--- src/rtl/core/ntg_pkg.sv ---
`default_nettype none

package ntg_pkg;

  // Field widths of the input and result beats.
  localparam int unsigned OP_W     = 1;
  localparam int unsigned KEY_W    = 7;
  localparam int unsigned VEL_W    = 7;
  localparam int unsigned SAMPLE_W = 10;

  // Tone state widths.
  localparam int unsigned FREQ_W  = 16;
  localparam int unsigned IDX_W   = 16;
  localparam int unsigned QUAD_W  = 2;
  localparam int unsigned INC_INT = 8;   // integer bits of the phase increment

  // Opcodes of the op field.
  localparam logic [OP_W-1:0] OP_NOTE = 1'b0;
  localparam logic [OP_W-1:0] OP_TICK = 1'b1;

  // Semitone table and octave split of the key.
  localparam int unsigned SEMI_W       = 6;
  localparam int unsigned SEMI_IDX_W   = 4;
  localparam int unsigned OCT_W        = 4;
  localparam int unsigned NOTE_PER_OCT = 12;
  // key / 12 equals (key * 43) >> 9 for every 7-bit key.
  localparam int unsigned OCT_RECIP_W  = 6;
  localparam int unsigned OCT_RECIP    = 43;
  localparam int unsigned OCT_SHIFT    = 9;

  // Increment = f * 628 * 2^FRAC / 500000 = (f * 628 << (FRAC - 5)) / 15625.
  localparam int unsigned FREQ_MUL_W = 10;
  localparam int unsigned FREQ_MUL   = 628;
  localparam int unsigned DIV_SHIFT  = 5;
  localparam int unsigned DIVISOR_W  = 14;
  localparam int unsigned DIVISOR    = 15625;
  localparam int unsigned RESET_HZ   = 440;

  // Output scaling.
  localparam int unsigned SCALE_W    = 16;
  localparam int unsigned LEVEL_GAIN = 510;
  localparam int unsigned OUT_SHIFT  = 6;
  localparam int unsigned SAMPLE_MAX = 1023;

  // Command queue between front and back.
  localparam int unsigned QUEUE_DEPTH = 2;
  localparam int unsigned QUEUE_PTR_W = $clog2(QUEUE_DEPTH);
  localparam int unsigned QUEUE_CNT_W = $clog2(QUEUE_DEPTH + 1);

  typedef enum logic [1:0] {
    CMD_TICK,
    CMD_NOTE_SET,
    CMD_NOTE_RECALC
  } cmd_kind_e;

  typedef struct packed {
    cmd_kind_e           kind;
    logic [VEL_W-1:0]    level;
    logic [FREQ_W-1:0]   freq;
  } cmd_t;

  typedef struct packed {
    logic full;
    logic empty;
  } queue_status_t;

  typedef struct packed {
    logic busy;
    logic done;
  } div_rsp_t;

  typedef enum logic [3:0] {
    BK_IDLE,
    BK_SQUARE,
    BK_CUBE,
    BK_RECIP,
    BK_CORRECT,
    BK_SHAPE,
    BK_SCALE,
    BK_NOTE
  } back_state_e;

  // Integer Hz of the lowest octave, one entry per semitone.
  function automatic logic [SEMI_W-1:0] semitone_hz(input logic [SEMI_IDX_W-1:0] idx);
    logic [SEMI_W-1:0] hz;
    case (idx)
      4'd0:    hz = 6'd32;
      4'd1:    hz = 6'd34;
      4'd2:    hz = 6'd36;
      4'd3:    hz = 6'd38;
      4'd4:    hz = 6'd41;
      4'd5:    hz = 6'd43;
      4'd6:    hz = 6'd46;
      4'd7:    hz = 6'd49;
      4'd8:    hz = 6'd51;
      4'd9:    hz = 6'd55;
      4'd10:   hz = 6'd58;
      4'd11:   hz = 6'd61;
      default: hz = '0;
    endcase
    return hz;
  endfunction

endpackage

`default_nettype wire

--- src/rtl/core/ntg_queue.sv ---
`default_nettype none

module ntg_queue (
  input  wire logic          clk_i,
  input  wire logic          rst_ni,
  input  wire logic          push_i,
  input  wire ntg_pkg::cmd_t cmd_i,
  input  wire logic          pop_i,
  output ntg_pkg::cmd_t      cmd_o,
  output ntg_pkg::queue_status_t status_o
);

  ntg_pkg::cmd_t                    entry_q [ntg_pkg::QUEUE_DEPTH];
  logic [ntg_pkg::QUEUE_PTR_W-1:0]  wr_ptr_q, wr_ptr_d;
  logic [ntg_pkg::QUEUE_PTR_W-1:0]  rd_ptr_q, rd_ptr_d;
  logic [ntg_pkg::QUEUE_CNT_W-1:0]  count_q, count_d;

  assign cmd_o           = entry_q[rd_ptr_q];
  assign status_o.full   = (count_q == ntg_pkg::QUEUE_CNT_W'(ntg_pkg::QUEUE_DEPTH));
  assign status_o.empty  = (count_q == '0);

  // Pointer and fill count update.
  always_comb begin
    wr_ptr_d = wr_ptr_q;
    rd_ptr_d = rd_ptr_q;
    count_d  = count_q;
    if (push_i) begin
      wr_ptr_d = wr_ptr_q + ntg_pkg::QUEUE_PTR_W'(1);
    end
    if (pop_i) begin
      rd_ptr_d = rd_ptr_q + ntg_pkg::QUEUE_PTR_W'(1);
    end
    if (push_i && !pop_i) begin
      count_d = count_q + ntg_pkg::QUEUE_CNT_W'(1);
    end else if (pop_i && !push_i) begin
      count_d = count_q - ntg_pkg::QUEUE_CNT_W'(1);
    end
  end

  always_ff @(posedge clk_i or negedge rst_ni) begin
    if (!rst_ni) begin
      wr_ptr_q <= '0;
      rd_ptr_q <= '0;
      count_q  <= '0;
    end else begin
      wr_ptr_q <= wr_ptr_d;
      rd_ptr_q <= rd_ptr_d;
      count_q  <= count_d;
    end
  end

  // Entry storage.
  always_ff @(posedge clk_i) begin
    if (push_i) begin
      entry_q[wr_ptr_q] <= cmd_i;
    end
  end

endmodule

`default_nettype wire

--- config.mk ---
export PLATFORM = sky130hd
export DESIGN_NAME = ntg_queue
export DESIGN_NICKNAME = d
export VERILOG_FILES = /design/src/rtl/core/ntg_pkg.sv /design/src/rtl/core/ntg_queue.sv
export SDC_FILE = /design/constraint.sdc
export NUM_CORES = 1
export LEC_CHECK = 0
export BUFFER_PORTS_ARGS = -buffer_cell sky130_fd_sc_hd__buf_2
export CORE_ASPECT_RATIO = 1.5
export CORE_MARGIN = 4
export CORE_UTILIZATION = 25
export CTS_CLUSTER_SIZE = 16
export DETAILED_ROUTE_END_ITERATION = 10
export GPL_ROUTABILITY_DRIVEN = 1
export SLEW_MARGIN = 20
export SYNTH_ARGS = -nofsm -noshare
export SYNTH_HDL_FRONTEND = slang
export SYNTH_SLANG_ARGS = --single-unit
--- constraint.sdc ---
create_clock -name clk_i -period 6.3 [get_ports clk_i]
set_clock_uncertainty 0.1 [all_clocks]
set_input_delay 1.26 -clock clk_i [delete_from_list [all_inputs] [get_ports clk_i]]
set_output_delay 1.26 -clock clk_i [all_outputs]
set_load 0.01 [all_outputs]
-- After elaboration in Yosys (flattened, before gate mapping)
Memory sizes are Yosys's and may differ from the RTL's.
Cells that the tools add are included.
Widths: inputs -> output; s select.
- input port bits: 29
- memories: 1
- bits in registers: 4
- bits in writable memories: 50
- reductions and logical operators: 6
- mux-type cells: 4
- add/subtract/negate cells: 4
- eq/ne operators: 1
- memory list (name ; words ; bits a word ; read ports ; clocked after memory_dff ; wr ports ; line ; RTL):
    entry_q ; 2 ; 25 ; 1 ; 0 ; 1 ; ntg_queue.sv:13 ; ntg_pkg::cmd_t entry_q [ntg_pkg::QUEUE_DEPTH];
- operators by type and width (operator ; number):
    $mux 2 ; 2
    $add 1x1->1 const B ; 2
    $add 2x1->2 const B ; 1
    $eq 2x2->1 const B ; 1
    $logic_and 1x1->1 ; 2
    $logic_not 1->1 ; 2
    $logic_not 2->1 ; 1
    $mux 1 ; 2
    $reduce_bool 2->1 ; 1
    $sub 2x1->2 const B ; 1

-- Logic depth before layout (Yosys ltp)
- word-level depth: 4
- depth in mapped cells: 5

-- Least setup slack after synthesis
OpenSTA, ideal clock, no wires.
- path type: in2reg
- from: input port push_i
- to: memory entry_q[0][0] (netlist bit) (enable)
- buffers on the path: 0
- required time: 5.790 ns
- library setup time: 0.410 ns
- data arrival time: 2.409 ns
- cell stages on the path: 1
- path slack: 3.382 ns
- path through: nor2b_1
- word-level cells in the longest chain between the ends: 2
- ends and longest elaborated chain (element ; line ; RTL):
    start: declaration ; ntg_queue.sv:6 ; input wire logic push_i,
    $mux 1 ; ntg_queue.sv:54 ; if (push_i) begin
    $mux 1 (implied by the code) ; ntg_queue.sv:55 ; entry_q[wr_ptr_q] <= cmd_i;
    end: declaration ; ntg_queue.sv:13 ;
Every way passes these cells.

==> reports/qor.csv <==
metric,value,unit
first-pass GRT wire length,5450,um
Ant. Diodes,0,
CTS Buf Count,5,
Crit path required time,4940,ps
Die Wd,82.7,um
drt wl/cell,13.5,um
Worst-path clk slew,70,ps
FP Rows,40,
antenna-violating nets left,0,
total wire length,3530,um
GR Layer Usage met2,13.0,%
"Distinct cells, synth",13,
Routability Congestion,0.652,
initial antenna violation count,1,
syn_area_per_cell,22.3,um^2
crit path time final,3070,ps
number of warnings issued by yosys,0,
CP Max Fanout,26,
Final nets,185,
Worst Setup End Kind,output port,
Worst path slowest cell,dfrtp_2,
CORE AREA,8110,um^2
crit path cell chain,mux2_2 -> buf_2,
Syn Nets,124,
Placement Cell Area,2470,um^2
max_cap viols,0,
die area,9930,um^2
GR peak layer,met2,
vias in the first global route,1075,
synth top area cells,"edfxtp_1, mux2_4, dfrtp_1",
Synth Register Bits,54,
Lkg Pwr,0.00104,uW
drc violations,0,
CTS-repair resized insts,0,
largest delay contributor family on the critical path,flip-flops,
number of I/O pins,56,
Port Buffers,55,
gr ovfl total,0,
Initial Utilization,25.8,%
CP peak stage delay,870,ps
die extent in y,120,um
CP bufs+invs,1,
largest net degree at the start of global routing,27,
clock tree buffer depth,2,
1st-iter DRT viols,44,
CTS sink count,54,
top-area cell type share of the netlist area,71.8,%
Worst slew margin,48.1,%
Detailed Routing Iterations Pass 1,3,
Arrival @ worst endpoint,1710,ps
post-synthesis cell count,94,
Worst Max-Slew Pin Slew,778,ps
pwr dens,426,nW/um^2
"commonest non-fill, non-tap cell in the layout",buf_2,
layout cells sized above 1,58.3,%
fin crit share,48.7,%
Max Transition Viols Final,0,
Post-CTS Setup Bufs,0,
Peak Freq,326,MHz
worst hold path class,reg -> reg,
GRT Total Usage,7.67,%
met1 Use GR,7.97,%
GR Util met3,3.38,%
Mapped Area,2090,um^2
CTS tree,built,
"commonest cells after routing, fill and taps aside","buf_2, edfxtp_1, mux2_4, mux2_2, clkbuf_16",
VDD IR max,223,uV
RSZ-0062 raised after global routing,no,
cell taking the most area after synthesis,edfxtp_1,
Root Buffer,clkbuf_16,
Hold Fails Final Rpt,0,
Area Overhead vs Synth,24.7,%
vias per cell,3.80,
Final Setup Violations,0,
setup TNS,0,ps
Final Cell Area,2610,um^2
CP Launch Type,flop,
dpl hpwl,2510,um
routed vias,993,
Setup CP Type,reg -> out,
outcome,finished clean,
H-tree levels,2,
post-synthesis sequential area ratio,76.6,%
worst skew pair latency,280,ps
hold_buf cts,0,
-- cells by family after synthesis --
group / after synthesis / share of synthesized area, %
simple gates: 5 / 1.26
mux: 25 / 16.9
fa+ha+maj: 1 / 0.598
buf+inv: 4 / 2.63
xor+xnor: 5 / 2.09
flops: 54 / 76.6
-- metal layers --
metal | routed length (um) | share of wire [%] | vias up
met3 | 295 | 8.4 | 7
met2 | 1950 | 55 | 33
met5 | 14 | 0.40 | -
li1 | - | - | 477
met1 | 1190 | 34 | 474
met4 | 77 | 2.2 | 2
-- per-stage QoR --
stage,util [%],power [uW],instances,hold slack (ps),worst slack (ps)
2_1_floorplan,-,779,94,355,3380
3_3_place_gp,30.4,867,253,372,3510
3_5_place_dp,30.4,875,253,384,3480
4_1_cts,32.2,1140,261,394,3150
5_1_grt,32.2,1180,261,423,3100
6_report,32.2,1110,261,393,3230
-- power by group --
part / switching (uW) / total, uW / internal (uW)
clock network: 112 / 259 / 147
registers: 66.0 / 545 / 479
logic: 130 / 308 / 178
total: 308 / 1110 / 804
-- final cells by class --
type | count | area (um^2)
clock buffers | 6 | 129
clock inverters | 2 | 13.8
fillers | 839 | 5500
inverters | 1 | 3.75
multi-input cells | 36 | 438
flip-flops and latches | 54 | 1600
well taps | 105 | 131
repair buffers | 57 | 290
-- cells in the mapped netlist --
cell,count
edfxtp_1,50
nor2b_1,2
mux2_2,6
ha_1,1
buf_6,1
mux2_4,19
inv_1,1
and2_1,1
nor2_1,2
buf_12,2
xnor2_1,1
dfrtp_1,4
xor2_1,4
-- state kept, by name, summed over array words and instances (netlist names) --
register	flops
count_q	2
entry_q	50
rd_ptr_q	1
wr_ptr_q	1
-- final timing paths --
path / from / endpoint / slack [ps] / cells after the start
worst max-delay path: rd_ptr_q$_DFFE_PN0P_ / cmd_o[11] / 3230 / 2
worst max register to register: wr_ptr_q$_DFFE_PN0P_ / entry_q[0][23]$_DFFE_PP_ / 4600 / 2
min in group asynchronous: rst_ni / wr_ptr_q$_DFFE_PN0P_ / 660 / 1
worst min register to register: count_q[1]$_DFFE_PN0P_ / count_q[1]$_DFFE_PN0P_ / 390 / 1
worst min-delay path: count_q[1]$_DFFE_PN0P_ / count_q[1]$_DFFE_PN0P_ / 390 / 1
max in group asynchronous: rst_ni / rd_ptr_q$_DFFE_PN0P_ / 5310 / 1
Power figures use the tool's default switching activity.
