**src/rtl/core/ntg_pkg.sv**
```systemverilog
`default_nettype none

package ntg_pkg;

  // Field widths of the input and result beats.
  localparam int unsigned OP_W     = 1;
  localparam int unsigned KEY_W    = 7;
  localparam int unsigned VEL_W    = 7;
  localparam int unsigned SAMPLE_W = 10;

  // Tone state widths.
  localparam int unsigned FREQ_W  = 16;
  localparam int unsigned IDX_W   = 16;
  localparam int unsigned QUAD_W  = 2;
  localparam int unsigned INC_INT = 8;   // integer bits of the phase increment

  // Opcodes of the op field.
  localparam logic [OP_W-1:0] OP_NOTE = 1'b0;
  localparam logic [OP_W-1:0] OP_TICK = 1'b1;

  // Semitone table and octave split of the key.
  localparam int unsigned SEMI_W       = 6;
  localparam int unsigned SEMI_IDX_W   = 4;
  localparam int unsigned OCT_W        = 4;
  localparam int unsigned NOTE_PER_OCT = 12;
  // key / 12 equals (key * 43) >> 9 for every 7-bit key.
  localparam int unsigned OCT_RECIP_W  = 6;
  localparam int unsigned OCT_RECIP    = 43;
  localparam int unsigned OCT_SHIFT    = 9;

  // Increment = f * 628 * 2^FRAC / 500000 = (f * 628 << (FRAC - 5)) / 15625.
  localparam int unsigned FREQ_MUL_W = 10;
  localparam int unsigned FREQ_MUL   = 628;
  localparam int unsigned DIV_SHIFT  = 5;
  localparam int unsigned DIVISOR_W  = 14;
  localparam int unsigned DIVISOR    = 15625;
  localparam int unsigned RESET_HZ   = 440;

  // Output scaling.
  localparam int unsigned SCALE_W    = 16;
  localparam int unsigned LEVEL_GAIN = 510;
  localparam int unsigned OUT_SHIFT  = 6;
  localparam int unsigned SAMPLE_MAX = 1023;

  // Command queue between front and back.
  localparam int unsigned QUEUE_DEPTH = 2;
  localparam int unsigned QUEUE_PTR_W = $clog2(QUEUE_DEPTH);
  localparam int unsigned QUEUE_CNT_W = $clog2(QUEUE_DEPTH + 1);

  typedef enum logic [1:0] {
    CMD_TICK,
    CMD_NOTE_SET,
    CMD_NOTE_RECALC
  } cmd_kind_e;

  typedef struct packed {
    cmd_kind_e           kind;
    logic [VEL_W-1:0]    level;
    logic [FREQ_W-1:0]   freq;
  } cmd_t;

  typedef struct packed {
    logic full;
    logic empty;
  } queue_status_t;

  typedef struct packed {
    logic busy;
    logic done;
  } div_rsp_t;

  typedef enum logic [3:0] {
    BK_IDLE,
    BK_SQUARE,
    BK_CUBE,
    BK_RECIP,
    BK_CORRECT,
    BK_SHAPE,
    BK_SCALE,
    BK_NOTE
  } back_state_e;

  // Integer Hz of the lowest octave, one entry per semitone.
  function automatic logic [SEMI_W-1:0] semitone_hz(input logic [SEMI_IDX_W-1:0] idx);
    logic [SEMI_W-1:0] hz;
    case (idx)
      4'd0:    hz = 6'd32;
      4'd1:    hz = 6'd34;
      4'd2:    hz = 6'd36;
      4'd3:    hz = 6'd38;
      4'd4:    hz = 6'd41;
      4'd5:    hz = 6'd43;
      4'd6:    hz = 6'd46;
      4'd7:    hz = 6'd49;
      4'd8:    hz = 6'd51;
      4'd9:    hz = 6'd55;
      4'd10:   hz = 6'd58;
      4'd11:   hz = 6'd61;
      default: hz = '0;
    endcase
    return hz;
  endfunction

endpackage

`default_nettype wire

```
**src/rtl/core/ntg_div.sv**
```systemverilog
`default_nettype none

module ntg_div #(
  parameter int unsigned FRAC_BITS = 16
) (
  input  wire logic                                     clk_i,
  input  wire logic                                     rst_ni,
  input  wire logic                                     start_i,
  input  wire logic [ntg_pkg::FREQ_W-1:0]               freq_i,
  output ntg_pkg::div_rsp_t                             rsp_o,
  output logic [FRAC_BITS+ntg_pkg::INC_INT-1:0]         quot_o
);

  localparam int unsigned INC_W  = FRAC_BITS + ntg_pkg::INC_INT;
  localparam int unsigned FM_W   = ntg_pkg::FREQ_W + ntg_pkg::FREQ_MUL_W;
  localparam int unsigned PAD_W  = FRAC_BITS - ntg_pkg::DIV_SHIFT;
  localparam int unsigned NUM_W  = FM_W + PAD_W;
  // The reciprocal carries FM_W extra fraction bits, so for any dividend the
  // estimate is either the quotient or one below it.
  localparam int unsigned RCP_S  = FM_W;
  localparam int unsigned RCP_W  = PAD_W + RCP_S + 1 - ntg_pkg::DIVISOR_W;
  localparam int unsigned PROD_W = FM_W + RCP_W;
  localparam logic [RCP_W-1:0] RCP = RCP_W'((64'd1 << (PAD_W + RCP_S))
                                          / 64'(ntg_pkg::DIVISOR));

  logic [FM_W-1:0]   freq_mul_q;
  logic [INC_W-1:0]  est_q;
  logic [INC_W-1:0]  quot_q;
  logic              mul_vld_q;
  logic              est_vld_q;
  logic              done_q;
  logic [PROD_W-1:0] prod;
  logic [NUM_W-1:0]  num;
  logic [NUM_W-1:0]  rem;
  logic              short;

  // Estimate of the quotient by multiplying with the scaled reciprocal.
  assign prod = PROD_W'(freq_mul_q) * PROD_W'(RCP);

  // The remainder of the estimate shows whether one more divisor fits.
  assign num   = {freq_mul_q, {PAD_W{1'b0}}};
  assign rem   = num - (NUM_W'(est_q) * NUM_W'(ntg_pkg::DIVISOR));
  assign short = (rem >= NUM_W'(ntg_pkg::DIVISOR));

  // Three steps: scale the frequency, estimate, correct.
  always_ff @(posedge clk_i or negedge rst_ni) begin
    if (!rst_ni) begin
      mul_vld_q <= 1'b0;
      est_vld_q <= 1'b0;
      done_q    <= 1'b0;
    end else begin
      mul_vld_q <= start_i;
      est_vld_q <= mul_vld_q;
      done_q    <= est_vld_q;
    end
  end

  always_ff @(posedge clk_i) begin
    if (start_i) begin
      freq_mul_q <= FM_W'(freq_i) * FM_W'(ntg_pkg::FREQ_MUL);
    end
    if (mul_vld_q) begin
      est_q <= prod[RCP_S +: INC_W];
    end
    if (est_vld_q) begin
      quot_q <= est_q + INC_W'(short);
    end
  end

  assign rsp_o.busy = mul_vld_q || est_vld_q;
  assign rsp_o.done = done_q;
  assign quot_o     = quot_q;

endmodule

`default_nettype wire

```
**config.mk**
```make
export PLATFORM = sky130hd
export DESIGN_NAME = ntg_div
export DESIGN_NICKNAME = d
export VERILOG_FILES = /design/src/rtl/core/ntg_pkg.sv /design/src/rtl/core/ntg_div.sv
export SDC_FILE = /design/constraint.sdc
export NUM_CORES = 1
export LEC_CHECK = 0
export BUFFER_PORTS_ARGS = -buffer_cell sky130_fd_sc_hd__clkbuf_2
export CAP_MARGIN = 30
export CORE_MARGIN = 2
export CORE_UTILIZATION = 65
export CTS_CLUSTER_SIZE = 12
export DETAILED_ROUTE_END_ITERATION = 10
export PLACE_DENSITY = 0.82
export SYNTH_ARGS = -nofsm -noshare
export SYNTH_HDL_FRONTEND = slang
export SYNTH_SLANG_ARGS = --single-unit
export TNS_END_PERCENT = 1
```
**constraint.sdc**
```tcl
create_clock -name clk_i -period 9.15 [get_ports clk_i]
set_input_delay 1.83 -clock clk_i [delete_from_list [all_inputs] [get_ports clk_i]]
set_output_delay 1.83 -clock clk_i [all_outputs]
set_load 0.01 [all_outputs]
```
=== After elaboration in Yosys (flattened, before gate mapping) ===
Cells that the tools add are included.

* Reduce and logical (&&, ||, !) cells: 1
* Magnitude comparators: 1
* Multiply operators: 3
* $add $sub $neg: 2

{| class="wikitable"
|+ Operators by type and width
! operator !! number
|-
| multiplier 24 x 24 -> 48 bit, second input constant || 1
|-
| >= comparator 37 x 14 -> 1 bit, second input constant || 1
|-
| multiplier 24 x 14 -> 37 bit, second input constant || 1
|-
| subtractor 37 bit || 1
|-
| adder 24 x 1 -> 24 bit || 1
|-
| multiplier 16 x 8 -> 24 bit, second input constant || 1
|-
| logical OR 1 bit || 1
|}

* Word-level logic and storage cells: 13
* Bits of input ports: 19
* Register bits after elaboration: 75

=== Logic depth before layout (Yosys ltp) ===
* Depth after elaboration: 4
* Gate-level depth with buffers: 31

=== Least setup slack after synthesis ===
Ideal clock, no wire load.

* Path type: register to register
* From: register est_q[8]
* To: register quot_q[22] (netlist: quot_o[22]), data pin
* Arrival time: 7.605 ns
* Path buffers: 1
* Clock period less this slack: 7.866 ns
* Path slack: 1.284 ns
* Stages on the path, launching flop included: 31
* Data required time: 8.889 ns
* Cells stage by stage: edfxtp_1 inv_1 fa_1 fa_1 inv_1 fa_1 fa_1 fa_1 fa_1 inv_1 ha_1 buf_6 a21o_1 a21o_1 a21o_1 a221o_1 a221o_1 a31oi_4 mux2i_1 a211oi_2 and4_1 o2111a_1 nand4_1 ha_1 ha_1 and3_1 and3_1 nand3_1 nor2_1 nand4_1 xnor2_1

* Word-level cells in the longest chain between the ends: 4

{| class="wikitable"
|+ Ends and longest elaborated chain
! item !! RTL line !! source
|-
| from (decl) || ntg_div.sv:27 || <nowiki>logic [INC_W-1:0] est_q;</nowiki>
|-
| from (signal assigned) || ntg_div.sv:63 || <nowiki>est_q <= prod[RCP_S +: INC_W];</nowiki>
|-
| multiplier 24 x 14 -> 37 bit || ntg_div.sv:42 || <nowiki>assign rem = num - (NUM_W'(est_q) * NUM_W'(ntg_pkg::DIVISOR));</nowiki>
|-
| subtractor 37 bit || ntg_div.sv:42 ||
|-
| >= comparator 37 x 14 -> 1 bit || ntg_div.sv:43 || <nowiki>assign short = (rem >= NUM_W'(ntg_pkg::DIVISOR));</nowiki>
|-
| adder 24 x 1 -> 24 bit * || ntg_div.sv:66 || <nowiki>quot_q <= est_q + INC_W'(short);</nowiki>
|-
| to (signal assigned) || ntg_div.sv:66 ||
|-
| to (decl) || ntg_div.sv:28 || <nowiki>logic [INC_W-1:0] quot_q;</nowiki>
|}

Every way passes the cells marked *; elsewhere a longest branch is shown, timed or not.
A chain may end at the register's enable or synchronous reset.

=== Worst setup path in the final report ===
* From: register est_q[7]
* To: register quot_q[23] (netlist: quot_o[23]), data pin

Same word-level chain as after synthesis.

==> impl_metrics.toml <==
[run_status]
status = "finished, final reports clean"

[synth]
synth_area_leaders = "fa_1, ha_1, inv_1"
syn-cell-area_um2 = 22000
yosysWarnings = 0
yosysTopAreaCell = "fa_1"
yosysMostFrequentCell = "inv_1"
synth_top_area_frac = 0.382
synthTopCellsByCount = "inv_1, ha_1, fa_1"
synth-edff-count = 72
synthFlopType = "edfxtp_1"
yosysSeqAreaShare = 0.102
yosys.cell_types.count = 65
synth_seq_cells = 75
avgSynthCellArea_um2 = 10.5
netlist_instances = 2094
async_flop_share = 0.0400
syn-num-nets = 2995

[worst_setup_path]
max_stage_delay_ps = 550
cp_common_cell = "fa_1"
cp-end-kind = "register"
arrival_ps = 8820
r2r_slack_ps = 420
r2r_cells = 29
crit_slowest_cell = "fa_1"
crit_type = "reg2reg"
crit_fanout = 7
critPathRequiredTime_ps = 9240
startpoint_type = "register"

[cells_and_area]
nets = 3056
n_antenna_cell = 0
final_area_um2 = 23100
syn_to_final_growth_pct = 5.17
layout-drive-gt1-share = 0.0412

[min_path]
hp-class = "reg2reg"
hold_depth = 2

[sta]
final_max_slew_viol_count = 0
period_needed_ps = 8730
fmax_ghz = 0.115
rsz0062_at_grt = "no"
setup_viol = 0
slew_headroom = 0.337
hold_viol = 0
timing.setup.tns_ps = 0
fin_ws_ps = 421
worst_pin_slew_ps = 995
fin_skew_ps = 8.82
finalCritPeriodShare = 0.954

[clock_tree]
cts_made_buffers = 9
clk_latency_ps = 350
clk_pin_slew_worst_paths_ps = 70
cts_buffer_depth = 2
post_cts_resized = 0
h-tree-depth = 3
cts_tree = "built"
root_buffer = "clkbuf_16"
cts.sink_count = 75

[floorplan]
die_y_um = 188
die-area_um2 = 35300
initial_utilization = 0.658
coreArea_um2 = 33400
die_w_um = 188
io_pins = 45
rows = 67

[global_routing]
grt_max_degree = 27
met2_usage = 0.501
grt_first_pass_wirelength_mm = 80.5
overflow = 0
grt_pass1_vias = 16121
gr-usage-met3 = 0.0344
track_usage = 0.293
use_met1 = 0.385
grt-busiest-layer = "met2"
antenna_found_initial = 0

[place]
io_buffer_count = 44
post-place-ws_ps = 581
globalplace.congestion = 0.942
dp_hpwl_mm = 42.5
dpl_cell_area_um2 = 22800

[job]
maxCapViolCount = 0

[detailed_routing]
vias = 14582
vias_per_cell = 5.59
drtIter0Drc = 812
dr.pass1.iters = 6
routed_wl_mm = 48.6
drc = 0
antenna_left = 0
wire_per_inst_um = 18.6
-- flip-flops by register name (all words and copies together) (netlist names) --
signal,count
quot_o,24
est_q,24
mul_vld_q,1
freq_mul_q,24
done_q,1
est_vld_q,1
-- placed cells by master, fill, tap and decap left out, drive strengths merged, types with 3 or more instances in the layout --
| cell type | count |
|---|---|
| edfxtp | 72 |
| xnor2 | 56 |
| o22ai | 4 |
| a31oi | 6 |
| ha | 463 |
| inv | 640 |
| o31ai | 4 |
| or2 | 4 |
| o21ai | 29 |
| a211oi | 6 |
| nand4 | 13 |
| a21oi | 59 |
| nor3 | 20 |
| a2111oi | 4 |
| a221o | 3 |
| dfrtp | 3 |
| nand3 | 19 |
| nand2 | 51 |
| o221ai | 5 |
| a41oi | 4 |
| a21o | 30 |
| nand2b | 12 |
| nor3b | 3 |
| buf | 14 |
| fa | 419 |
| o2111ai | 3 |
| nor2 | 58 |
| o21a | 10 |
| clkbuf | 53 |
| mux2i | 5 |
| and3 | 12 |
| a221oi | 6 |
| nor2b | 11 |
| o21bai | 8 |
| a21boi | 3 |
| or3 | 4 |
| xor2 | 14 |
-- repair_timing --
action	4_1_cts	5_1_grt
buffers inserted	0	4
endpoints found under the setup margin	0	2
hold buffers	0	0
-- path summary, 6_finish.rpt --
kind	startpoint	endpoint
max	est_q[7]	quot_o[23]
min	est_q[4]	quot_o[4]
max reg2reg	est_q[7]	quot_o[23]
min reg2reg	est_q[4]	quot_o[4]
max in group asynchronous	rst_ni	done_q
min in group asynchronous	rst_ni	mul_vld_q
-- cell families after synthesis --
family	synth area share
compound gates	0.0635
flops	0.102
xor+xnor	0.0279
fa+ha+maj	0.646
simple gates	0.0483
buf+inv	0.110
mux	0.00228
-- through the flow --
stage / std cells / util / hold WS (ps)
3_5_place_dp: 2588 / 0.683 / 711
5_1_grt: 2608 / 0.692 / 775
3_3_place_gp: 2588 / 0.683 / 738
4_1_cts: 2604 / 0.691 / 728
6_report: 2608 / 0.692 / 731
2_1_floorplan: 2094 / - / 645
-- routing by layer --
metal,part of all wire,vias up
met5,0,-
met2,0.49,424
li1,-,6699
met1,0.42,7347
met4,0.039,0
met3,0.054,112
-- critical path: cells and delay by family, from the launching register on --
family          cells  cell delay, ps
fa+ha+maj           8            3750
compound gates      8            1760
simple gates        8            1710
flops               1             540
buf+inv             3             400
xor+xnor            2             290
-- cell type report --
type	count	area, um2
clock inverter	7	65.1
sequential	75	2240
fill	2452	10300
clock buffer	9	225
timing repair buffer	58	325
inverter	635	2380
tap	448	561
multi-input combinational	1376	17300
Power is left out: the tool's default activity adds up to more than one toggle a clock period on the data nets, which glitch-free logic cannot reach.
