<file path="config.mk">
export PLATFORM = sky130hd
export DESIGN_NAME = ntg_front
export DESIGN_NICKNAME = d
export VERILOG_FILES = /design/src/rtl/core/ntg_pkg.sv /design/src/rtl/core/ntg_front.sv
export SDC_FILE = /design/constraint.sdc
export NUM_CORES = 1
export LEC_CHECK = 0
export ABC_AREA = 1
export CAP_MARGIN = 20
export CELL_PAD_IN_SITES_DETAIL_PLACEMENT = 1
export CELL_PAD_IN_SITES_GLOBAL_PLACEMENT = 1
export CORE_MARGIN = 5
export CORE_UTILIZATION = 49
export CTS_CLUSTER_SIZE = 12
export DETAILED_ROUTE_END_ITERATION = 10
export DONT_BUFFER_PORTS = 1
export PLACE_DENSITY_LB_ADDON = 0.25
export SYNTH_ARGS = -nofsm -noshare
export SYNTH_HDL_FRONTEND = slang
export SYNTH_SLANG_ARGS = --single-unit
</file>
<file path="constraint.sdc">
create_clock -name clk_i -period 11.97 [get_ports clk_i]
set_clock_uncertainty 0.15 [all_clocks]
set_input_delay 1.7955 -clock clk_i [delete_from_list [all_inputs] [get_ports clk_i]]
set_output_delay 1.7955 -clock clk_i [all_outputs]
set_load 0.03 [all_outputs]
</file>
<file path="src/rtl/core/ntg_pkg.sv">
`default_nettype none

package ntg_pkg;

  // Field widths of the input and result beats.
  localparam int unsigned OP_W     = 1;
  localparam int unsigned KEY_W    = 7;
  localparam int unsigned VEL_W    = 7;
  localparam int unsigned SAMPLE_W = 10;

  // Tone state widths.
  localparam int unsigned FREQ_W  = 16;
  localparam int unsigned IDX_W   = 16;
  localparam int unsigned QUAD_W  = 2;
  localparam int unsigned INC_INT = 8;   // integer bits of the phase increment

  // Opcodes of the op field.
  localparam logic [OP_W-1:0] OP_NOTE = 1'b0;
  localparam logic [OP_W-1:0] OP_TICK = 1'b1;

  // Semitone table and octave split of the key.
  localparam int unsigned SEMI_W       = 6;
  localparam int unsigned SEMI_IDX_W   = 4;
  localparam int unsigned OCT_W        = 4;
  localparam int unsigned NOTE_PER_OCT = 12;
  // key / 12 equals (key * 43) >> 9 for every 7-bit key.
  localparam int unsigned OCT_RECIP_W  = 6;
  localparam int unsigned OCT_RECIP    = 43;
  localparam int unsigned OCT_SHIFT    = 9;

  // Increment = f * 628 * 2^FRAC / 500000 = (f * 628 << (FRAC - 5)) / 15625.
  localparam int unsigned FREQ_MUL_W = 10;
  localparam int unsigned FREQ_MUL   = 628;
  localparam int unsigned DIV_SHIFT  = 5;
  localparam int unsigned DIVISOR_W  = 14;
  localparam int unsigned DIVISOR    = 15625;
  localparam int unsigned RESET_HZ   = 440;

  // Output scaling.
  localparam int unsigned SCALE_W    = 16;
  localparam int unsigned LEVEL_GAIN = 510;
  localparam int unsigned OUT_SHIFT  = 6;
  localparam int unsigned SAMPLE_MAX = 1023;

  // Command queue between front and back.
  localparam int unsigned QUEUE_DEPTH = 2;
  localparam int unsigned QUEUE_PTR_W = $clog2(QUEUE_DEPTH);
  localparam int unsigned QUEUE_CNT_W = $clog2(QUEUE_DEPTH + 1);

  typedef enum logic [1:0] {
    CMD_TICK,
    CMD_NOTE_SET,
    CMD_NOTE_RECALC
  } cmd_kind_e;

  typedef struct packed {
    cmd_kind_e           kind;
    logic [VEL_W-1:0]    level;
    logic [FREQ_W-1:0]   freq;
  } cmd_t;

  typedef struct packed {
    logic full;
    logic empty;
  } queue_status_t;

  typedef struct packed {
    logic busy;
    logic done;
  } div_rsp_t;

  typedef enum logic [3:0] {
    BK_IDLE,
    BK_SQUARE,
    BK_CUBE,
    BK_RECIP,
    BK_CORRECT,
    BK_SHAPE,
    BK_SCALE,
    BK_NOTE
  } back_state_e;

  // Integer Hz of the lowest octave, one entry per semitone.
  function automatic logic [SEMI_W-1:0] semitone_hz(input logic [SEMI_IDX_W-1:0] idx);
    logic [SEMI_W-1:0] hz;
    case (idx)
      4'd0:    hz = 6'd32;
      4'd1:    hz = 6'd34;
      4'd2:    hz = 6'd36;
      4'd3:    hz = 6'd38;
      4'd4:    hz = 6'd41;
      4'd5:    hz = 6'd43;
      4'd6:    hz = 6'd46;
      4'd7:    hz = 6'd49;
      4'd8:    hz = 6'd51;
      4'd9:    hz = 6'd55;
      4'd10:   hz = 6'd58;
      4'd11:   hz = 6'd61;
      default: hz = '0;
    endcase
    return hz;
  endfunction

endpackage

`default_nettype wire

</file>
<file path="src/rtl/core/ntg_front.sv">
`default_nettype none

module ntg_front (
  input  wire logic                      clk_i,
  input  wire logic                      rst_ni,
  input  wire logic                      valid_i,
  input  wire logic [ntg_pkg::OP_W-1:0]  op_i,
  input  wire logic [ntg_pkg::KEY_W-1:0] key_i,
  input  wire logic [ntg_pkg::VEL_W-1:0] velocity_i,
  input  wire logic                      full_i,
  output logic                           push_o,
  output ntg_pkg::cmd_t                  cmd_o
);

  logic [ntg_pkg::KEY_W-1:0]                        held_key_q, held_key_d;
  logic                                             key_match;
  logic [ntg_pkg::KEY_W+ntg_pkg::OCT_RECIP_W-1:0]   oct_prod;
  logic [ntg_pkg::OCT_W-1:0]                        octave;
  logic [ntg_pkg::KEY_W-1:0]                        oct_base;
  logic [ntg_pkg::KEY_W-1:0]                        semi_idx;
  logic [ntg_pkg::FREQ_W-1:0]                       note_freq;

  // A beat is taken whenever the queue has room.
  assign push_o = valid_i && !full_i;

  // Split the key into octave and semitone without a divider.
  assign oct_prod  = ntg_pkg::KEY_W'(key_i) * ntg_pkg::OCT_RECIP_W'(ntg_pkg::OCT_RECIP);
  assign octave    = oct_prod[ntg_pkg::OCT_SHIFT +: ntg_pkg::OCT_W];
  assign oct_base  = ntg_pkg::KEY_W'(octave) * ntg_pkg::KEY_W'(ntg_pkg::NOTE_PER_OCT);
  assign semi_idx  = key_i - oct_base;
  assign note_freq = ntg_pkg::FREQ_W'(ntg_pkg::semitone_hz(semi_idx[ntg_pkg::SEMI_IDX_W-1:0]))
                     << octave;

  // A pressed key always becomes the held key, so it always matches.
  assign key_match = (velocity_i != '0) || (key_i == held_key_q);

  // Classify the beat into a command for the back end.
  always_comb begin
    cmd_o.level = velocity_i;
    cmd_o.freq  = note_freq;
    if (op_i == ntg_pkg::OP_TICK) begin
      cmd_o.kind = ntg_pkg::CMD_TICK;
    end else if (key_match) begin
      cmd_o.kind = ntg_pkg::CMD_NOTE_SET;
    end else begin
      cmd_o.kind = ntg_pkg::CMD_NOTE_RECALC;
    end
  end

  // Held key tracking.
  always_comb begin
    held_key_d = held_key_q;
    if (push_o && (op_i == ntg_pkg::OP_NOTE) && (velocity_i != '0)) begin
      held_key_d = key_i;
    end
  end

  always_ff @(posedge clk_i or negedge rst_ni) begin
    if (!rst_ni) begin
      held_key_q <= '0;
    end else begin
      held_key_q <= held_key_d;
    end
  end

endmodule

`default_nettype wire

</file>
=== Yosys cells after proc, flatten, opt, wreduce, memory -nomap -nowiden ===
Memory sizes are Yosys's and may differ from the RTL's.
Cells that the tools add are included.

* Word-level logic and storage cells: 16
* Input port bits: 19
* Memory bits (read-only): 96
* Flip-flop bits (word level): 7
* Memories: 1
* Output and inout port bits: 26

{| class="wikitable"
|+ Memory list
! memory !! words !! bits a word !! read ports !! clocked after Yosys merged registers in !! write ports !! RTL line !! source
|-
| (no name shown) || 16 || 6 || 1 || 0 || 0 || ntg_pkg.sv:86 || <nowiki>case (idx)</nowiki>
|}

* Bitwise logic cells: 1
* Multiplexer cells: 2
* Reductions and logical operators: 6
* $mul: 2
* Add/sub/neg operators: 1
* Shift operators: 1
* Equality and inequality tests: 1

{| class="wikitable"
|+ Operators with widths
! operator !! number
|-
| $shl A6 B4 Y16 || 1
|-
| $mul A7 B6 Y13 const B || 1
|-
| $eq A7 B7 Y1 || 1
|-
| $reduce_bool A7 Y1 || 1
|-
| $mul A4 B2 Y2 const B || 1
|-
| $mux W2 || 2
|-
| $sub A4 B4 Y4 || 1
|-
| $logic_and A1 B1 Y1 || 3
|-
| $logic_not A1 Y1 || 1
|-
| $logic_or A1 B1 Y1 || 1
|-
| $not A1 Y1 || 1
|}

=== Logic depth before layout (Yosys ltp) ===
Gate-level depths: netlist (run 1).
An unclocked memory read counts as a cell.

* Word-level depth: 5
* Gate-level depth with buffers: 25
* Mapped depth without buffers: 25

=== Worst setup path after synthesis (run 1) ===
Ideal clock, no wire load.

* Path kind: input to output
* From: in key_i[2] (netlist name)
* To: out cmd_o[14] (netlist name)
* Path slack: 4.456 ns
* Buffers on the path: 0
* Arrival time: 5.569 ns
* Stages: 23
* Path through: ha_1 > fa_1 > inv_1 > fa_1 > inv_1 > ha_1 > nand2_1 > nor2_1 > nand2_2 > nand2_2 > nand2_1 > nand2_2 > ha_1 > xor2_1 > inv_1 > nand3_4 > nand2_8 > a21oi_2 > or2_1 > nand2_1 > nand2_1 > nand2_1 > nor2_1

{| class="wikitable"
|+ RTL lines
! element !! RTL line !! source
|-
| from (decl) || ntg_front.sv:8 || <nowiki>input wire logic [ntg_pkg::KEY_W-1:0] key_i,</nowiki>
|-
| to (decl) || ntg_front.sv:12 || <nowiki>output ntg_pkg::cmd_t cmd_o</nowiki>
|}

==> results_dict.tcl, run 1 <==
set metrics [dict create \
    clk_pin_slew_ns 0.04 \
    netlist_top_cells_area "ha_1, nand2_1, dfrtp_1" \
    yosysSeqAreaShare 0.0894 \
    route.antenna.remaining_nets 0 \
    layout.cells.non_filler 316 \
    grt_pass1_wl_um 7820 \
    hold_buffers 0 \
    synth_adder_area_share 0.266 \
    path_max_fanout 7 \
    r2r-start "held_key_q[2]" \
    wl_per_cell_um 14.1 \
    synth-compound-area-share 0.0645 \
    largest_register_ffs 7 \
    async_flop_share 1.00 \
    synth_most_common_cell "nand2_1" \
    die_area_um2 5360 \
    cts_root_buf "clkbuf_8" \
    rows 23 \
    avgSynthCellArea_um2 7.20 \
    synth_edf_count 0 \
    drv_cap 0 \
    clk_path_buf_depth 2 \
    arrival_ns 5.83 \
    drt_iter0_drc 42 \
    yosys-top-cells-count "nand2_1, inv_1, ha_1" \
    fp.dieH_um 73.2 \
    core_area_um2 3940 \
    grt_usage 0.179 \
    synthMuxAreaShare 0 \
    area_delta_synth_final_pct 1.79 \
    cts_tree "done" \
    antenna_found_initial 0 \
    gp_congestion 0.834 \
    hp-class "reg2reg" \
    reg2reg_to "held_key_q[2]" \
    drive_above_1_share 0.158 \
    p_seq_frac 0.068 \
    die_w_um 73.2 \
    insertion_delay_ns 0.22 \
    synth_fp_nets 329 \
    cp-end-kind "output pin" \
    swShare 0.637 \
    vdd_drop_max_uv 105 \
    clock_sinks 7 \
    clock.fmax_mhz 129 \
    p_comb_frac 0.860 \
    crit_top_cell "nand2_2" \
    path_cells "ha_1 -> fa_1 -> inv_1 -> fa_1 -> inv_1 -> ha_1 -> nand2_1 -> nor2_1 -> nand2_2 -> nand2_2 -> nand2_1 -> nand2_2 -> ha_1 -> xor2_1 -> inv_1 -> nand3_4 -> nand2_8 -> o21ai_2 -> nand2_2 -> nand2_2 -> nand3_2 -> nand3_1 -> nand2_1 -> nor2_1" \
    antenna_cells 0 \
    yosysTopAreaCell "ha_1" \
    p_switching_mw 0.287 \
    critPathKind "in2out" \
    grt_overflow_total 0 \
    final.setup.worst_slack_ns 4.19 \
    vias 1687 \
    reg.largest.list "held_key_q x7" \
    powerDensity_nw_per_um2 226 \
    hold_violations 0 \
    post-route-util 0.506 \
    grt_util_met2 0.335 \
    ys_seq_elements 7 \
    reg2reg_depth 2 \
    drc 0 \
    synth_ff_type "dfrtp_1" \
    p_int_mw 0.164 \
    regMostFlops "held_key_q" \
    slowest_delay_ns 0.53 \
    gr-usage-met3 0.0220 \
    worst_path_dominant_cell_family "adder cells" \
    rsz0062_at_grt "false" \
    hold_depth 2 \
    grt_busiest_layer "met2" \
    nets 324 \
    holdPathEnd "held_key_q[4]" \
    setup-tns-final_ns 0 \
    globalRouteMet1Util 0.226 \
    clkPwrFrac 0.072 \
    setup_viol 0 \
    critPathSlowestCell "fa_1" \
    fin_crit_ns 7.78 \
    htreeDepth 1 \
    drtPass1Iterations 4 \
    synth_xor_area_frac 0.0639 \
    synth_area_um2 1960 \
    place_inst 312 \
    dp_hpwl_um 3940 \
    numCtsBuffers 3 \
    synth_top_family_by_area "simple AND/OR/NAND/NOR gates" \
    start_util 0.497 \
    num_io_pins 45 \
    startpoint_type "input pin" \
    post_cts_resized 0 \
    worst_pin_slew_ns 0.659 \
    synth_cell_types 37 \
    grt_pass1_vias 1741 \
    slew_viol_final 0 \
    slew_headroom 0.562 \
    grt_max_degree 15 \
    port_buffers 0 \
    synth_top_area_share 0.204 \
    r2r_slack_ns 11.15 \
    post_cts_buffers 0 \
    p_leak_nw 1.10 \
    num-fill-cells 528 \
    min_from "held_key_q[4]" \
    crit_buf_inv 3 \
    post-route-period-util 0.650 \
    wl_um 4440 \
    post-place-ws_ns 4.12 \
    syn_inst 272 \
    status "completed" \
    post_drt_via_cell_ratio 5.34 \
    synthSimpleGateAreaFrac 0.399 \
    crit_required_ns 10.02 \
    yosysWarnings 0 \
]
placed cells by master, fill, tap and decap left out, types with 3 or more instances in the layout:
cell type  instances
o21ai_0            8
nand3_2            4
nand2_4            3
ha_1              32
dfrtp_1            7
nand2_2           13
nand2_1           56
clkbuf_8           3
nand3_1           31
a21o_1             3
a21oi_1            3
a21oi_2            3
fa_1               6
nand4_1            3
inv_1             41
xor2_1             6
nor2_1            19
final cells by class:
cell class | count | area, um^2 | share of cell area
Multi-Input combinational cell | 213 | 1550 | 0.779
Inverter | 42 | 158 | 0.0790
Sequential cell | 7 | 175 | 0.0878
Tap cell | 50 | 62.6 | 0.0314
Clock buffer | 4 | 45.0 | 0.0226
stage by stage:
step           power (mW)  cell area (um^2)  hold WS [ns]
2_1_floorplan       0.371              1960         0.322
3_3_place_gp        0.416              1950         0.333
3_5_place_dp        0.423              1950         0.353
4_1_cts             0.458              1990         0.363
5_1_grt             0.501              1990         0.405
6_report            0.450              1990         0.366
power groups by stage:
stage,Clock [mW],Sequential (mW),Combinational [mW]
floorplan,0,0.0300,0.341
global placement,0,0.0304,0.386
detailed placement,0,0.0307,0.392
CTS,0.0335,0.0305,0.394
global route,0.0365,0.0310,0.434
finish,0.0326,0.0304,0.387
worst min-delay path, delay by kind of cell (launching register included):
kind / cells / cell delay [ns]
and+or+nand+nor: 1 / 0.06
DFF: 1 / 0.36
AOI/OAI and AO/OA: 1 / 0.06
how the worst max path moves through the flow:
stage             start        end  slack (ns)  cells after the start
2_1_floorplan  key_i[2]  cmd_o[14]        4.46                     23
3_3_place_gp   key_i[2]  cmd_o[14]        4.25                     22
3_5_place_dp   key_i[2]   cmd_o[3]        4.12                     24
4_1_cts        key_i[2]   cmd_o[3]        4.14                     24
5_1_grt        key_i[2]   cmd_o[6]        3.80                     24
6_report       key_i[2]  cmd_o[15]        4.19                     24
per-layer routing:
layer,up-vias,part of all wire,wire length (um)
li1,858,-,-
met1,787,0.44,1940
met2,42,0.51,2260
met3,0,0.056,247
met4,0,0,0
met5,-,0,0
kinds of logic after synthesis:
logic type / Yosys count
and+or+nand+nor: 145
buffers and inverters: 52
adders and majority gates: 38
AOI/OAI and AO/OA: 20
xor gates and xnor gates: 10
DFF: 7
No activity file was read; power rests on OpenSTA's default activity.
==> run 2, diff against run 1 <==
Settings changed: ABC_AREA 1 to 0, CORE_UTILIZATION 49 to 48.
Clock period 11.97 ns to 7.4 ns, I/O delays scaled along.
==> results_dict.tcl, run 2 <==
set metrics [dict create \
    cts_tree "done" \
    cp-end-kind "output pin" \
    insertion_delay_ns 0.22 \
    reg2reg_to "held_key_q[3]" \
    wl_per_cell_um 18.2 \
    p_comb_frac 0.881 \
    grt_overflow_total 0 \
    hold_violations 0 \
    gp_congestion 0.823 \
    post-route-period-util 0.926 \
    yosysSeqAreaShare 0.0889 \
    synth_cell_types 56 \
    whs_ns 0.377 \
    grt_usage 0.206 \
    synth_fp_nets 292 \
    vdd_drop_max_uv 169 \
    fp.dieH_um 74.1 \
    syn_inst 235 \
    antenna_cells 0 \
    critPathKind "in2out" \
    rows 23 \
    reg2reg_depth 1 \
    drtPass1Iterations 4 \
    reg.largest.list "held_key_q x7" \
    crit_required_ns 6.14 \
    place_inst 291 \
    layout.cells.non_filler 295 \
    synth_edf_count 0 \
    clk_path_buf_depth 2 \
    clkPwrFrac 0.060 \
    yosysWarnings 0 \
    post-route-cell-area_um2 2130 \
    synth_top_area_share 0.203 \
    netlist_top_cells_area "ha_1, dfrtp_1, fa_1" \
    arrival_ns 5.59 \
    setup_viol 0 \
    clock.fmax_mhz 146 \
    avgSynthCellArea_um2 8.38 \
    largest_register_ffs 7 \
    antenna_found_initial 0 \
    synth_ff_type "dfrtp_1" \
    port_buffers 0 \
    drive_above_1_share 0.188 \
    async_flop_share 1.00 \
    fin_crit_ns 6.85 \
    route.antenna.remaining_nets 0 \
    synth_area_um2 1970 \
    regMostFlops "held_key_q" \
    hold_buffers 0 \
    clk_pin_slew_ns 0.04 \
    ys_seq_elements 7 \
    wl_um 5360 \
    drt_iter0_drc 86 \
    post-place-ws_ns 0.539 \
    p_int_mw 0.385 \
    area_delta_synth_final_pct 8.01 \
    numCtsBuffers 3 \
    cts_root_buf "clkbuf_8" \
    worst_pin_slew_ns 0.611 \
    startpoint_type "input pin" \
    slew_viol_final 0 \
    status "completed" \
    p_seq_frac 0.058 \
    nets 303 \
    dp_hpwl_um 4360 \
    slew_headroom 0.592 \
    synth_most_common_cell "ha_1" \
    yosysTopAreaCell "ha_1" \
    powerDensity_nw_per_um2 412 \
    grt_pass1_wl_um 9000 \
    htreeDepth 1 \
    cp-startpoint "key_i[1]" \
    crit_end "cmd_o[6]" \
    rsz0062_at_grt "false" \
    clock_sinks 7 \
    most-common-layout-cells "ha_1, inv_1, nor2_1, buf_4, nand2_1" \
    swShare 0.561 \
    post_drt_via_cell_ratio 5.98 \
    start_util 0.492 \
    yosys-top-cells-count "ha_1, inv_1, nor2_1" \
    hp-class "reg2reg" \
    place_area_um2 2080 \
    grt_pass1_vias 1988 \
    p_switching_mw 0.492 \
    hold_depth 1 \
    final_common_cell "ha_1" \
    p_leak_nw 1.05 \
    drc 0 \
    r2r_slack_ns 6.44 \
    core_area_um2 4000 \
    r2r-start "held_key_q[3]" \
    die_area_um2 5480 \
    vias 1764 \
    post_cts_resized 0 \
    drv_cap 0 \
    final.setup.worst_slack_ns 0.545 \
    num_io_pins 45 \
    post_cts_buffers 0 \
    path_max_fanout 11 \
    grt_max_degree 18 \
    die_w_um 74.1 \
]
-- run 2: cell types whose count changed after synthesis, moves of 5 or more --
cell	delta
a211oi_1	+6
nand2_1	-38
nand2_2	-13
xnor2_1	+5
nand3_1	-30
inv_1	-14
mux2i_1	+6
mux2_2	+8
o22ai_1	+6
-- run 2: how the worst min path moves through the flow --
stage	start	endpoint	slack, ns
4_1_cts	held_key_q[0]	held_key_q[0]	0.38
5_1_grt	held_key_q[5]	held_key_q[5]	0.40
3_5_place_dp	held_key_q[6]	held_key_q[6]	0.37
3_3_place_gp	held_key_q[1]	held_key_q[1]	0.36
2_1_floorplan	held_key_q[1]	held_key_q[1]	0.35
6_report	held_key_q[0]	held_key_q[0]	0.38
-- run 2: worst max-delay path, stage by stage --
cell and delay (ns):
ha_1 0.26, inv_1 0.06, fa_1 0.50, fa_1 0.55
inv_1 0.05, ha_1 0.30, and4_1 0.24, a221oi_2 0.35
xor2_2 0.19, inv_1 0.07, ha_1 0.29, inv_1 0.17
buf_4 0.19, mux2i_1 0.30, mux2i_1 0.11, o21ai_0 0.18
o21ai_1 0.17, a211oi_1 0.29, buf_4 0.21
-- run 2: power by group through the flow --
stage	Sequential, mW	Combinational (mW)	Clock [mW]
after global routing	0.0520	0.844	0.0562
after CTS	0.0512	0.775	0.0536
after global placement	0.0507	0.754	0
after floorplan	0.0502	0.579	0
after detailed placement	0.0513	0.770	0
final	0.0512	0.773	0.0529
-- run 2: logic make-up (layout without fill, tap and decap cells) --
family	count (synthesis)	count (layout)	share of synthesized area
compound gates	51	51	0.193
flops	7	7	0.0889
buf+inv	42	52	0.106
fa+ha+maj	38	38	0.264
simple gates	66	66	0.171
xor+xnor	14	14	0.0661
mux	17	17	0.111
-- run 2: cell type report --
type | instances | area (um^2)
Multi-Input combinational cell | 186 | 1590
Fill cell | 492 | 1870
Tap cell | 50 | 62.6
Inverter | 27 | 101
Clock buffer | 4 | 45.0
Timing Repair Buffer | 21 | 158
Sequential cell | 7 | 175
-- run 2: per-stage QoR --
step           setup TNS, ns  utilization  total power [mW]
6_report                   0        0.532             0.877
3_5_place_dp               0        0.520             0.821
3_3_place_gp               0        0.520             0.805
4_1_cts                    0        0.532             0.880
5_1_grt                    0        0.532             0.952
2_1_floorplan         -0.301            -             0.629
-- run 2: metal layers --
metal  track usage  up-vias  wire [um]
met5             0        -          0
met4        0.0503        0         70
met3        0.0365        6        268
met2         0.391       39       2860
met1         0.235      861       2160
li1              -      858          -
